--- src/sv/ctf_mul.sv ---
module ctf_mul (
	input  logic        clk,
	input  logic [32:0] a,
	input  logic [31:0] b,
	output logic [64:0] p_q
);
	// Registered unsigned product, shared by every multiply step
	always_ff @(posedge clk) begin
		p_q <= 65'(a) * 65'(b);
	end

endmodule

--- config.mk ---
export PLATFORM = sky130hd
export DESIGN_NAME = ctf_mul
export DESIGN_NICKNAME = d
export VERILOG_FILES = /design/src/sv/ctf_mul.sv
export SDC_FILE = /design/constraint.sdc
export NUM_CORES = 2
export LEC_CHECK = 0
export BUFFER_PORTS_ARGS = -buffer_cell sky130_fd_sc_hd__buf_2
export CORE_MARGIN = 2
export CORE_UTILIZATION = 57
export CTS_CLUSTER_SIZE = 14
export DETAILED_ROUTE_END_ITERATION = 16
export PLACE_DENSITY = 0.85
export SLEW_MARGIN = 5
export SYNTH_ARGS = -nofsm -noshare
export SYNTH_HDL_FRONTEND = slang
export SYNTH_SLANG_ARGS = --single-unit
--- constraint.sdc ---
create_clock -name clk -period 11.1 [get_ports clk]
set_input_delay 1.665 -clock clk [delete_from_list [all_inputs] [get_ports clk]]
set_output_delay 1.665 -clock clk [all_outputs]
set_load 0.1 [all_outputs]
### Word-level counts from Yosys, hierarchy flattened

Index checks and enable logic that the tools add are counted.

| storage, ports and cells | value |
|---|---|
| memory bits (read-only) | 0 |
| memories | 0 |
| output and inout port bits | 65 |
| word-level logic and storage cells | 2 |
| latch bits | 0 |
| input bits | 66 |
| memory bits (writable) | 0 |
| register bits | 65 |

| cells by class | value |
|---|---|
| equality and inequality tests | 0 |
| div/mod/pow operators | 0 |
| reductions and logical operators | 0 |
| shift operators | 0 |
| add/sub/neg operators | 0 |
| mux-type cells | 0 |
| multipliers | 1 |
| bitwise operators | 0 |
| magnitude comparators | 0 |

Operators with widths:

| cell | number |
|---|---|
| $mul 33x32->65 | 1 |

### Logic depth before layout (Yosys ltp)

| depth | value |
|---|---|
| depth in word-level cells | 1 |
| mapped depth | 27 |
| depth with buffers taken out | 25 |

### Worst setup path after synthesis

Ideal clock, no wire load.

| timing path | value |
|---|---|
| kind | input -> register |
| start point | input a[28] |
| end point | register p_q[61] |
| setup time | 0.138 ns |
| required time | 10.962 ns |
| path slack | 2.789 ns |
| path buffers | 2 |
| stages | 26 |
| arrival time | 8.173 ns |
| path through | clkbuf_1 -> nand2_1 -> fa_1 -> inv_1 -> fa_1 -> fa_1 -> inv_1 -> fa_1 -> inv_1 -> fa_1 -> fa_1 -> fa_1 -> inv_1 -> fa_1 -> inv_1 -> ha_1 -> clkbuf_1 -> and4_1 -> nand2b_1 -> a2bb2oi_1 -> o21ai_0 -> a211oi_2 -> o31ai_4 -> a41o_1 -> nor4b_1 -> a311oi_1 |

| between the ends | value |
|---|---|
| longest elaborated chain between the ends | 1 |

RTL lines:

| what | RTL line | text |
|---|---|---|
| start: declaration | 3 | `input logic [32:0] a,` |
| $mul 33x32->65 | 9 | `p_q <= 65'(a) * 65'(b);` |
| end signal: assignment | 9 |  |
| end: declaration | 5 | `output logic [64:0] p_q` |

Every way passes these cells.

### Worst setup path after layout

| timing path | value |
|---|---|
| start point | input b[10] |
| end point | register p_q[57] |

| between the ends | value |
|---|---|
| longest elaborated chain between the ends | 1 |

RTL lines:

| what | RTL line | text |
|---|---|---|
| start: declaration | 4 | `input logic [31:0] b,` |
| $mul 33x32->65 | 9 |  |

Every way passes these cells.

==> results.cfg <==
[die]
die_area_sq_um = 64400
die_w_um = 254
initial_core_util_pct = 57.6
die_h_um = 254
num_rows = 91
core_area_sq_um = 61700
io_pins = 131

[run_status]
status = completed

[final_layout]
reg.largest.list = p_q x65
nets = 5115
largest_reg_flops = 65
drive_above_1_share_pct = 4.37
largest-register = p_q
area_growth_pct = 3.54

[worst_setup_path]
cp.required_ps = 11390
crit_arrival_ps = 9370
crit_type = in -> reg
max_stage_delay_ps = 650
start_kind = input pin
crit_fanout = 33
critPathMostFrequentCell = fa_1
cp_slowest_cell = fa_1
crit_chain = buf_2 > and2_1 > fa_1 > fa_1 > inv_1 > fa_1 > fa_1 > inv_1 > fa_1 > fa_1 > fa_1 > inv_1 > fa_1 > inv_1 > ha_1 > a21oi_1 > o21a_1 > a2bb2oi_1 > o21ai_0 > a211oi_2 > o31ai_4 > a221o_1 > a21oi_2 > xnor2_1
critPathCaptureType = flop

[global_route]
first_global_vias = 29700
grt_usage_pct = 31.2
grt_pass1_wl_um = 154000
grt_max_degree = 34
overflow = 0
grt_antenna_before_repair = 3

[synth]
syn_nets = 5185
ys_top_cells_by_area = fa_1, inv_1, ha_1, and2_1, nand2_1
synth_edf_count = 0
synthCells = 3929
avgSynthCellArea_sq_um = 9.05
yosys-top-cells-count = inv_1, fa_1, nand2_1
yosysWarnings = 0
synthSimpleGateAreaFrac_pct = 17.2
synth_area_leader_cell = fa_1
ys_seq_area_share_pct = 3.66
post_synth_num_cell_types = 67
synth_xor_xnor_area_share_pct = 1.38
synth_fa_ha_area_share_pct = 61.4
yosys_register_bits = 65
async_reset_ff_share_pct = 0
synth.cell_area_sq_um = 35600
synth-compound-area-share_pct = 4.17
yosysMostFrequentCell = inv_1
synth.top_cell.area_share_pct = 52.1
ys.flop_type = dfxtp_1
synth_top_family_by_area = adder cells
muxShareOfSynthArea_pct = 0.0317

[sta]
setup_violations = 0
fin_crit_ps = 9080
slew_headroom_pct = 39.5
fin_tns_setup_ps = 0
fin_crit_sh_pct = 81.8
fmax_ghz = 0.110
rsz0062_at_grt = false
hold_viol = 0
worst_pin_slew_ps = 907
slew_violations = 0

[clock_tree]
cts_tree = done
cts_root_buf = clkbuf_16
post_cts_buffers = 0
cts_inserted_buffers = 9
cts.sinks = 65
cts_hold_buf = 0
h-tree-depth = 3
cts_resized = 0
cts_max_path_buffers = 2
path_clk_slew_ps = 70

[routing]
wl_met2_um = 47600
drc = 0
drtIter0Drc = 2021
met3_wirelength_um = 8860
routed_wl_um = 95500
vias = 26700
routed.top_layer = met4
drtAntennaViolNets = 0
viasPerCell = 5.67
first_pass_iters = 6
routedWlPerCell_um = 20.3
met1_length_um = 31800

[placed_design]
io_buffers = 130
dp_hpwl_um = 74800
place_congestion = 0.930

[min_path]
hp-class = in -> reg

[flow_run]
cap_violations = 0
area by class of cell:
class | count | area (sq um)
sequential | 65 | 1300
antenna | 2 | 5.00
fill | 5117 | 24900
clock inverter | 6 | 90.1
clock buffer | 10 | 239
timing repair buffer | 136 | 696
inverter | 930 | 3490
multi-input combinational | 2717 | 29900
tap | 837 | 1050
path summary, 6_finish.rpt:
| kind | end | depth (start not counted) | slack [ps] | start |
|---|---|---|---|---|
| min | p_q[0] | 2 | 1960 | a[0] |
| max | p_q[57] | 24 | 2020 | b[10] |
critical path: cells and delay by family:
kind / cells / cell delay [ps]
compound gates: 8 / 1950
xor+xnor: 1 / 130
fa+ha+maj: 9 / 4530
buf+inv: 5 / 800
simple gates: 1 / 240
stage by stage:
step / instances / hold slack (ps) / worst slack [ps] / util (%) / area, sq um
after CTS: 4701 / 1940 / 2110 / 59.6 / 36800
final: 4703 / 1960 / 2020 / 59.6 / 36800
after detailed placement: 4685 / 2220 / 1740 / 59.1 / 36500
after floorplan: 3929 / 1790 / 2790 / - / 35600
after global routing: 4702 / 1950 / 1750 / 59.6 / 36800
after global placement: 4685 / 2210 / 1900 / 59.1 / 36500
routing by layer:
layer	vias to the layer above	track usage, %
met3	429	4.44
met1	13500	37.0
met2	1575	53.4
met4	0	20.4
met5	-	0
li1	11200	-
cell usage in the layout (no fill, tap or decap), types with 3 or more instances in the layout:
cell type    n
buf_2      130
nor2b_1      6
o211ai_1     4
dfxtp_1     65
inv_1      930
o21ai_0     33
a221o_1      3
a21boi_0     3
o21bai_1    18
a31oi_1      8
o21a_1       3
nand2_1    632
or3_1        3
a211oi_1     7
o21ai_1      3
a211o_1      3
xnor2_1     33
xor2_1      23
ha_1       264
nand3_1     20
a21oi_1     79
nor4_1       4
and2_1     488
nor2_1      37
and3_1       9
nand4_1     13
o31ai_1      5
clkbuf_16    9
nand2b_1     4
a311oi_1     4
nor4b_1      3
a21o_1      26
fa_1       926
nor3_1      12
buf_4        6
cell families after synthesis:
group	after synthesis
mux	1
xor+xnor	56
buf+inv	1147
simple gates	1246
compound gates	224
fa+ha+maj	1190
flops	65
Power is not shown: default switching activity piles up to over one toggle a cycle in this logic, so the estimate is an artifact.
