<file path="src/sv/ctf_pkg.sv">
package ctf_pkg;

	// Datapath sizing
	localparam int CORDIC_STEPS    = 16;
	localparam int ANGLE_FRAC_BITS = 16;
	localparam int GUARD_BITS      = 14;
	localparam int STEP_W          = $clog2(CORDIC_STEPS);
	localparam int CW              = 40;   // CORDIC x/y width
	localparam int ZW              = 44;   // CORDIC angle accumulator, Q32 degrees
	localparam int AW              = 28;   // rounded angle width
	localparam int TAB_FRAC        = 40;
	localparam int ANGLE_LIM       = 180 << ANGLE_FRAC_BITS;

	localparam logic [31:0] KINV_Q32   = 32'd2608131496;
	localparam logic [63:0] R2D_Q16    = 64'd3754936;
	localparam logic [16:0] UNITY_GAIN = 17'd65536;

	// Configuration register indexes
	localparam int CFG_W = 3;
	localparam logic [CFG_W-1:0] CFG_AX_OFS = 3'd0;
	localparam logic [CFG_W-1:0] CFG_AY_OFS = 3'd1;
	localparam logic [CFG_W-1:0] CFG_AZ_OFS = 3'd2;
	localparam logic [CFG_W-1:0] CFG_GX_OFS = 3'd3;
	localparam logic [CFG_W-1:0] CFG_GY_OFS = 3'd4;
	localparam logic [CFG_W-1:0] CFG_GZ_OFS = 3'd5;
	localparam logic [CFG_W-1:0] CFG_GAIN   = 3'd6;
	localparam logic [CFG_W-1:0] CFG_SCALE  = 3'd7;

	typedef struct packed {
		logic                 start;
		logic signed [CW-1:0] x;
		logic signed [CW-1:0] y;
	} cordic_req_t;

	typedef struct packed {
		logic                 done;
		logic signed [CW-1:0] xn;
		logic signed [AW-1:0] angle;
	} cordic_rsp_t;

	typedef logic [ZW-1:0] atan_tab_t [CORDIC_STEPS];

	// atan(2^-i) in Q32 degrees: truncated Taylor series in Q40 radians, scaled
	function automatic atan_tab_t build_atan_tab();
		atan_tab_t   tab;
		logic [63:0] sum;
		logic [63:0] term;
		int unsigned e;
		for (int unsigned i = 0; i < CORDIC_STEPS; i++) begin
			sum = '0;
			for (int unsigned k = 0; k < 64; k++) begin
				e = i * (2 * k + 1);
				if (e <= TAB_FRAC) begin
					term = (64'd1 << (TAB_FRAC - e)) / 64'(2 * k + 1);
					if (k % 2 == 1) sum = sum - term;
					else sum = sum + term;
				end
			end
			if (i == 0) tab[i] = ZW'(64'd45 << 32);
			else tab[i] = ZW'((sum * R2D_Q16) >> 24);
		end
		return tab;
	endfunction

	localparam atan_tab_t ATAN_TAB = build_atan_tab();

endpackage

</file>
<file path="src/sv/ctf_cordic.sv">
module ctf_cordic (
	input  logic                 clk,
	input  logic                 arst_n,
	input  ctf_pkg::cordic_req_t req,
	output ctf_pkg::cordic_rsp_t rsp
);
	import ctf_pkg::*;

	localparam logic signed [ZW-1:0] Z180 = ZW'(64'd180 << 32);
	localparam logic signed [ZW-1:0] ZRND = ZW'(64'd1 << (31 - ANGLE_FRAC_BITS));

	logic signed [CW-1:0] x_q, y_q, dx, dy;
	logic signed [ZW-1:0] z_q, tab, z_rnd;
	logic [STEP_W-1:0]    i_q;
	logic                 busy_q, done_q, zero_q;

	assign dx    = y_q >>> i_q;
	assign dy    = x_q >>> i_q;
	assign tab   = signed'(ATAN_TAB[i_q]);
	assign z_rnd = (z_q + ZRND) >>> (32 - ANGLE_FRAC_BITS);

	// Step counter
	always_ff @(posedge clk or negedge arst_n) begin
		if (!arst_n) begin
			busy_q <= 1'b0;
			done_q <= 1'b0;
			i_q    <= '0;
		end else begin
			done_q <= 1'b0;
			if (req.start) begin
				busy_q <= 1'b1;
				i_q    <= '0;
			end else if (busy_q) begin
				i_q <= i_q + 1'b1;
				if (i_q == STEP_W'(CORDIC_STEPS - 1)) begin
					busy_q <= 1'b0;
					done_q <= 1'b1;
				end
			end
		end
	end

	// Fold left half plane on load, then rotate towards y = 0
	always_ff @(posedge clk) begin
		if (req.start) begin
			zero_q <= (req.x == '0) && (req.y == '0);
			if (req.x < 0) begin
				x_q <= -req.x;
				y_q <= -req.y;
				z_q <= (req.y >= 0) ? Z180 : -Z180;
			end else begin
				x_q <= req.x;
				y_q <= req.y;
				z_q <= '0;
			end
		end else if (busy_q) begin
			if (y_q > 0) begin
				x_q <= x_q + dx;
				y_q <= y_q - dy;
				z_q <= z_q + tab;
			end else begin
				x_q <= x_q - dx;
				y_q <= y_q + dy;
				z_q <= z_q - tab;
			end
		end
	end

	assign rsp.done  = done_q;
	assign rsp.xn    = x_q;
	assign rsp.angle = zero_q ? '0 : z_rnd[AW-1:0];

endmodule

</file>
<file path="config.mk">
export PLATFORM = sky130hd
export DESIGN_NAME = ctf_cordic
export DESIGN_NICKNAME = d
export VERILOG_FILES = /design/src/sv/ctf_pkg.sv /design/src/sv/ctf_cordic.sv
export SDC_FILE = /design/constraint.sdc
export NUM_CORES = 1
export LEC_CHECK = 0
export ABC_AREA = 1
export BUFFER_PORTS_ARGS = -buffer_cell sky130_fd_sc_hd__buf_2
export CORE_ASPECT_RATIO = 1.5
export CORE_MARGIN = 2
export CORE_UTILIZATION = 30
export DETAILED_ROUTE_END_ITERATION = 10
export GPL_TIMING_DRIVEN = 0
export HOLD_SLACK_MARGIN = 0.12
export PLACE_DENSITY = 0.49
export SYNTH_ARGS = -nofsm -noshare
export SYNTH_HDL_FRONTEND = slang
export SYNTH_SLANG_ARGS = --single-unit
</file>
<file path="constraint.sdc">
create_clock -name clk -period 6.3 [get_ports clk]
set_input_delay 0 -clock clk [delete_from_list [all_inputs] [get_ports clk]]
set_output_delay 0 -clock clk [all_outputs]
set_load 0.03 [all_outputs]
</file>
# --- After elaboration in Yosys (flattened, before gate mapping) ---
# Memories as Yosys holds them, arrays and structs flattened.
# Cells that the tools add are included.
totals:
  ff_bits: 131
  romBits: 704
  in_bits: 83
  output_inout_bits: 69
  elab_cells: 54
  mem_count: 1
op_classes:
  n_addsub: 10
  order_cmp: 4
  n_eq_ne: 1
  n_shift: 2
  n_mux: 24
  bitwise_logic: 1
  reduce_logical: 4
memory_table:
  columns: ["memory", "words", "word_bits", "rd", "rd_ports_with_merged_regs", "write_ports", "line_no", "rtl"]
  rows:
  - ["(name not given)", 16, 44, 1, 0, 0, "ctf_cordic.sv:19", "assign tab = signed'(ATAN_TAB[i_q]);"]
op_table:
  columns: ["op", "n"]
  rows:
  - ["2-to-1 mux 40 bit", 8]
  - ["2-to-1 mux 44 bit", 7]
  - ["adder 40 bit", 2]
  - ["logical NOT 40 bit", 2]
  - ["negation 40 bit", 2]
  - [">>> shifter 40 x 4 -> 40 bit", 2]
  - ["subtractor 40 bit", 2]
  - ["adder 44 x 17 -> 44 bit, second input constant", 1]
  - ["adder 44 bit", 1]
  - ["subtractor 44 bit", 1]
  - ["greater-or-equal comparator 40 x 1 -> 1 bit, second input constant", 1]
  - ["greater-than comparator 40 x 1 -> 1 bit, second input constant", 1]
  - ["less-than comparator 40 x 1 -> 1 bit, second input constant", 1]
  - ["2-to-1 mux 28 bit", 1]
  - ["2-to-1 mux 4 bit", 2]
  - ["2-to-1 mux 1 bit", 6]
  - ["greater-or-equal comparator 5 bit, second input constant", 1]
  - ["NOT 4 -> 5 bit", 1]
  - ["adder 4 x 1 -> 4 bit, second input constant", 1]
  - ["== test 4 bit, second input constant", 1]
  - ["nonzero test 2 bit", 1]
  - ["logical AND 1 bit", 1]

# --- Depth between registers and ports, before layout ---
# Gate-level depths: netlist of the first run.
logic_depth:
  depth_word: 8
  mapped_depth: 34
  mapped_depth_nobuf: 33

# --- Least setup slack after synthesis of the first run ---
# Ideal clock, no wire load.
synth_path:
  kind: "register to register"
  start: "register i_q[1]"
  end: "register z_q[41] (data pin)"
  setup_time_ns: 0.269
  t_arrival_ns: 4.142
  required_time_ns: 6.031
  path_slack_ns: 1.890
  path_stages_with_launch: 30
  path_buffers: 3
  period_less_slack_ns: 4.410
  path_cell_list: "dfrtp_1 buf_6 inv_4 buf_4 buf_2 ha_1 nor2_1 nor2_1 o21ai_0 nand2_1 nor2_2 nand2_1 inv_2 nand3b_1 nor2_2 inv_2 o31ai_4 xor2_1 inv_1 ha_1 nand2_1 nor2_1 inv_1 nor4_1 o21ai_0 nand3_1 nand2_1 nand3_1 xor2_1 o21ai_0"
synth_via:
  elab_chain_cells: 8
  elab_cells_between_ends: 9
  cone_classes: "add/sub: 2; mux: 5; bitwise: 1; memory: 1"
synth_lines:
  columns: ["element", "line_no", "rtl"]
  rows:
  - ["from (decl)", "ctf_cordic.sv:14", "logic [STEP_W-1:0] i_q;"]
  - ["from (signal assigned)", "ctf_cordic.sv:34", "i_q <= i_q + 1'b1;"]
  - ["NOT 4 -> 5 bit (not written as such) *", "ctf_cordic.sv:19", null]
  - ["memory read (16 x 44 bit) *", null, null]
  - ["2-to-1 mux 44 bit (not written as such) * (2 in series)", "ctf_cordic.sv:19", null]
  - ["subtractor 44 bit or adder 44 bit (tied branches)", "ctf_cordic.sv:64, ctf_cordic.sv:60", null]
  - ["2-to-1 mux 44 bit *", "ctf_cordic.sv:57", "if (y_q > 0) begin"]
  - ["2-to-1 mux 44 bit *", "ctf_cordic.sv:56", "end else if (busy_q) begin"]
  - ["2-to-1 mux 44 bit *", "ctf_cordic.sv:45", "if (req.start) begin"]
  - ["to (signal assigned)", "ctf_cordic.sv:50", "z_q <= (req.y >= 0) ? Z180 : -Z180;"]
  - ["to (signal assigned)", "ctf_cordic.sv:60", "z_q <= z_q + tab;"]
  - ["to (signal assigned)", "ctf_cordic.sv:64", "z_q <= z_q - tab;"]
  - ["to (decl)", "ctf_cordic.sv:13", "logic signed [ZW-1:0] z_q, tab, z_rnd;"]
# Mark *: on every way between the ends. The rest lies on a longest branch, timed or not. The select of a mux whose other input is x is not followed.
# A chain may end at the register's enable or synchronous reset.

# --- Worst setup path after layout of the first run ---
layout_path:
  start: "register y_q[39]"
  end: "register z_q[43] (data pin)"
layout_via:
  elab_chain_cells: 4
layout_lines:
  columns: ["element", "line_no", "rtl"]
  rows:
  - ["from (decl)", "ctf_cordic.sv:12", "logic signed [CW-1:0] x_q, y_q, dx, dy;"]
  - ["from (signal assigned)", "ctf_cordic.sv:49", "y_q <= -req.y;"]
  - ["from (signal assigned)", "ctf_cordic.sv:53", "y_q <= req.y;"]
  - ["from (signal assigned)", "ctf_cordic.sv:59", "y_q <= y_q - dy;"]
  - ["greater-than comparator 40 x 1 -> 1 bit", "ctf_cordic.sv:57", null]
  - ["2-to-1 mux 44 bit", "ctf_cordic.sv:57", null]
  - ["2-to-1 mux 44 bit", "ctf_cordic.sv:56", null]
  - ["2-to-1 mux 44 bit", "ctf_cordic.sv:45", null]
# No other way between the ends. The select of a mux whose other input is x is not followed.

==> results of run 1 <==
==> worst max-delay path, stage by stage, from the launching register on <==
cell      delay (ps)
edfxtp_1         640
nor4_1           120
nand4_1          160
nand3b_1         130
buf_4            160
nand2_1          140
inv_1            100
clkbuf_1         660
buf_1            700
nand2_1          150
xor2_1           190
ha_1             390
nand2_1          120
o21bai_1         220
a21oi_1          100
inv_1            190
a21oi_1          150
o21ai_0          650
nand4_1          410
nand2_1          250
o21ai_0           80
o21ai_0          210
==> registers in the layout (all words and copies together), names as in the netlist <==
signal  cells
x_q        40
zero_q      1
done_q      1
z_q        44
busy_q      1
y_q        40
i_q         4
==> power breakdown <==
| group | total [mW] | leakage, nW | internal, mW | switching, mW |
|---|---|---|---|---|
| registers | 2.52 | 1.44 | 1.61 | 0.915 |
| clock network | 1.12 | 0.282 | 0.655 | 0.462 |
| logic | 13.7 | 10.6 | 4.43 | 9.31 |
| total | 17.4 | 12.3 | 6.69 | 10.7 |
==> cell usage after synthesis, types with 19 or more instances <==
cell type  count  area (µm²)
xnor2_1       48         420
o21ai_0      310        1550
xor2_1        86         753
ha_1         144        1800
nor2_1       422        1580
o21bai_1      19         143
nor4_1        38         238
nand3_1      443        2220
nand4_1       37         231
nor3_1        61         305
o21a_1        29         218
buf_2         38         190
a31oi_1       45         282
nand2_1      958        3600
edfxtp_1     125        3750
inv_1        430        1610
a21oi_1      325        1630
o21ai_1       25         125
clkbuf_1      49         184
==> final timing paths <==
check	endpoint	cells after the start	start
worst min-delay path	zero_q$_DFFE_PP_	2	req[80]
worst max register to register	z_q[43]$_DFFE_PP_	21	y_q[39]$_DFFE_PP_
max in group asynchronous	i_q[2]$_DFFE_PN0P_	3	arst_n
worst min register to register	busy_q$_DFF_PN0_	2	busy_q$_DFF_PN0_
worst max-delay path	z_q[43]$_DFFE_PP_	21	y_q[39]$_DFFE_PP_
min in group asynchronous	done_q$_DFF_PN0_	3	arst_n
==> logic make-up (layout without fill, tap and decap cells) <==
| kind of cell | count (synthesis) | count (layout) | synth area share [%] |
|---|---|---|---|
| and+or+nand+nor | 2024 | 2024 | 38.3 |
| AOI/OAI and AO/OA | 836 | 836 | 20.4 |
| buffers and inverters | 573 | 873 | 10.5 |
| adders and majority gates | 147 | 147 | 8.26 |
| xor gates and xnor gates | 134 | 134 | 5.21 |
| DFF | 131 | 131 | 17.3 |
==> stage by stage <==
step	util [%]	cell area, µm²	std cells	worst slack [ps]
after floorplan	-	22500	3845	1890
after global placement	32.9	24500	4995	-1260
after detailed placement	33.0	24600	4997	-407
after CTS	35.3	26400	5143	76.7
after global routing	35.5	26500	5145	9.56
final	35.5	26500	5145	185
==> timing repair <==
item | in CTS | in global routing
setup endpoints to repair | 16 | 37
pin swaps | 0 | 2
hold endpoints to repair | 98 | 0
hold buffers | 114 | 0
resized for setup | 8 | 28
setup buffers | 0 | 2
gates cloned | 0 | 0
==> cell type report <==
class | instances | area [µm²] | share of cell area, %
flip-flops and latches | 131 | 3900 | 14.7
clock buffers | 21 | 440 | 1.66
inverters | 443 | 1670 | 6.30
plain buffers | 130 | 719 | 2.72
well taps | 1000 | 1250 | 4.73
repair buffers | 268 | 1960 | 7.41
multi-input cells | 3141 | 16400 | 61.8
clock inverters | 11 | 160 | 0.605
==> metal layers <==
metal,track usage [%],share of wire (%),wire length [µm]
met5,0,0.011,13
met4,23.9,9.4,11200
met3,3.55,5.0,5990
met2,52.9,48,57400
met1,32.9,37,44500
==> flow_summary.ini, run 1 <==
[logic_synthesis]
yosysWarnings = 0
synthFlopType = edfxtp_1
ys_seq_area_share_pct = 17.3
syn_area_um2 = 22500
synth_cell_type_count = 58
avgSynthCellArea_um2 = 5.86
synth-seq-cells = 131
synth-async-reset-ratio_pct = 4.58
syn_nets = 4075
syn_inst = 3845
synth-edff-count = 125

[sta]
drv_slew = 11
clock_skew_ps = 14.7
worst_pin_slew_ps = 1520
holdWs_ps = 262
setup_tns_ps = 0
relSlewSlack_pct = -1.18
fmax_ghz = 0.164
setup_viol = 0
rsz0062_at_grt = false
period_minus_slack_ps = 6120
hold_viol_final = 0
period_share_pct = 97.1

[power]
powerDensity_nw_per_um2 = 656
p_leak_nw = 12.3
power.total_mw = 17.4
vdd_ir_drop_max_uv = 252

[worst_setup_path]
arrival_ps = 6460
worstSetupEndpointType = register
crit_type = register to register
required_ps = 6640
start_kind = register
r2r_setup_slack_ps = 180
critPathMaxFanout = 10

[floorplan]
ios = 152
core_area_um2 = 74600
start_util_pct = 30.2
die_area_um2 = 77400
dieWidth_um = 228
fp-row-count = 123
die_h_um = 340

[finish]
areaGrowthSynthToFinish_pct = 17.4
fillers = 8520
final_cell_mix = 956 x nand2_1, 441 x nand3_1, 430 x inv_1
diodes = 0
layout.nets = 4362
mostFrequentLayoutCell = nand2_1
drive_above_1_share_pct = 8.15

[cts]
htreeDepth = 4
cts.sinks = 131
insertion_delay_ps = 510
cts_root_buffer = clkbuf_16
tritoncts = built
cts.path.max_buffers = 2
cts_buffers = 17
clk_pin_slew_ps = 60

[route]
dr.pass1.iters = 5
totalWireLength_mm = 119
drc = 0
drt-vias-per-instance = 5.42
drtIter0Drc = 2329
vias = 27876
ant_nets = 0
wl_per_cell_um = 23.2

[outcome]
failed_checks = max-capacitance violations, max-slew violations
status = complete, but fails checks

[placed_design]
port_buffers = 150
hpwlAfterDp_mm = 96.3
place_congestion = 1.03

[global_routing]
grt_pass1_wl_mm = 172
grt_pass1_vias = 26954
grt.total_usage_pct = 30.2
antenna_found_initial = 3
grt-ovfl-total = 0
grt_max_degree = 61

[min_path]
min_path_type = input port to register

[job]
cap_violations = 2
Note: power is estimated with default switching activity, not from simulation.
==> run 2, diff against run 1 <==
- REMOVE_ABC_BUFFERS: not set -> 1
==> flow_summary.ini, run 2 (synthesized netlist as in run 1, its figures left out) <==
[outcome]
status = completed

[route]
drt-vias-per-instance = 5.32
drc = 0
dr.pass1.iters = 6
totalWireLength_mm = 99.0
drtIter0Drc = 1399
vias = 26732
wl_per_cell_um = 19.7
ant_nets = 0

[worst_setup_path]
critPathMaxStageDelay_ps = 650
cp_top_family = buffers and inverters
arrival_ps = 6260
r2r_cells = 26
path_buf_inv = 7
worstSetupEndpointType = register
path_common_cell = nand2_1
crit_type = register to register
cp_slowest_cell = dfrtp_4
required_ps = 6570
start_kind = register
cp_num_cells = 26
critPathMaxFanout = 74

[finish]
drive_above_1_share_pct = 6.81
areaGrowthSynthToFinish_pct = 15.6
postLayoutCellArea_um2 = 26100
largest_register = z_q
largest_reg_flops = 44
final_cell_mix = 956 x nand2_1, 443 x nand3_1, 427 x inv_1
final_cell_count_no_fill = 5028
mostFrequentLayoutCell = nand2_1
layout.nets = 4243
reg.largest.list = z_q (44), x_q (40), y_q (40)

[sta]
clock_skew_ps = 17.2
drv_slew = 0
fmax_ghz = 0.167
setup_viol = 0
period_share_pct = 95.1
hold_viol_final = 0
period_minus_slack_ps = 5990
relSlewSlack_pct = 34.4
worst_pin_slew_ps = 976

[cts]
cts.sinks = 131
cts_buffers = 17
htreeDepth = 4
cts.path.max_buffers = 2
tritoncts = built
clk_pin_slew_ps = 70
cts_root_buffer = clkbuf_16
insertion_delay_ps = 520

[global_routing]
grt.total_usage_pct = 25.1
grt-ovfl-total = 0
grt_pass1_vias = 26883
antenna_found_initial = 2
grt_max_degree = 95
grt_pass1_wl_mm = 149

[power]
p_leak_nw = 12.0
vdd_ir_drop_max_uv = 206
powerDensity_nw_per_um2 = 651

[placed_design]
dp.cells = 4878
hpwlAfterDp_mm = 80.3
place_congestion = 0.940
port_buffers = 151
dpl_cell_area_um2 = 24200

[floorplan]
dieWidth_um = 228
die_h_um = 340
fp-row-count = 123
start_util_pct = 30.2
core_area_um2 = 74600
die_area_um2 = 77400
ios = 152

[min_path]
min_path_type = input port to register
whs_path_depth = 4

[job]
cap_violations = 0
## run 2: changes by cell type in the layout (fill, tap and decap cells not counted), moves of 5 or more
cell	previous run	this run
clkbuf_1	46	0
buf_2	189	149
buf_4	18	4
buf_6	14	0
buf_1	10	0
buf_16	2	11
clkbuf_2	8	0
inv_6	0	5
## run 2: where the power goes
| part | internal, mW | leakage [nW] | switching (mW) | total (mW) |
|---|---|---|---|---|
| registers | 1.61 | 1.44 | 0.733 | 2.34 |
| clock network | 0.609 | 0.306 | 0.515 | 1.12 |
| logic | 4.40 | 10.3 | 9.11 | 13.5 |
## run 2: layer usage
layer | share of wire (%) | global-route usage [%] | wire length, µm
met2 | 54 | 48.9 | 53000
met5 | 0.025 | 0 | 25
met3 | 3.1 | 2.39 | 3060
met1 | 36 | 24.6 | 35700
met4 | 7.2 | 17.6 | 7150
## run 2: final cells by class
| cell class | count | area [µm²] |
|---|---|---|
| clock inverters | 11 | 100 |
| inverters | 443 | 1690 |
| fillers | 8513 | 48600 |
| repair buffers | 279 | 2240 |
| diodes | 2 | 5.00 |
| flip-flops and latches | 131 | 3920 |
| well taps | 1000 | 1250 |
| multi-input cells | 3141 | 16300 |
| clock buffers | 21 | 526 |
## run 2: tightest hold or removal path, cell delays in order
cell,delay (ps)
buf_4,360
o31ai_1,210
o21ai_0,90
nand2_1,70
## run 2: through the flow
stage	TNS (ps)	hold slack [ps]	power (mW)	utilization [%]	setup slack, ps
floorplan	-244	-296	11.5	-	-101
global placement	-1005160	-168	15.5	32.0	-5050
detailed placement	-11160	-166	15.5	32.4	-1070
CTS	0	304	16.9	34.9	96.4
global route	-9.89	370	18.7	34.9	-9.89
finish	0	336	17.0	34.9	309
## run 2: path summary, 6_finish.rpt
check	startpoint	end	slack [ps]
max in group asynchronous	arst_n	i_q[3]$_DFFE_PN0P_	5590
worst max-delay path	i_q[3]$_DFFE_PN0P_	y_q[21]$_DFFE_PP_	310
worst min register to register	busy_q$_DFF_PN0_	busy_q$_DFF_PN0_	610
worst min-delay path	req[79]	y_q[38]$_DFFE_PP_	340
min in group asynchronous	arst_n	i_q[0]$_DFFE_PN0P_	450
worst max register to register	i_q[3]$_DFFE_PN0P_	y_q[21]$_DFFE_PP_	310
## run 2: what timing repair did
action / CTS / global route
resized for setup: 8 / 14
hold buffers: 114 / 0
endpoints found under the setup margin: 36 / 22
hold endpoints to repair: 94 / 0
pin swaps: 1 / 0
buffers inserted: 2 / 0
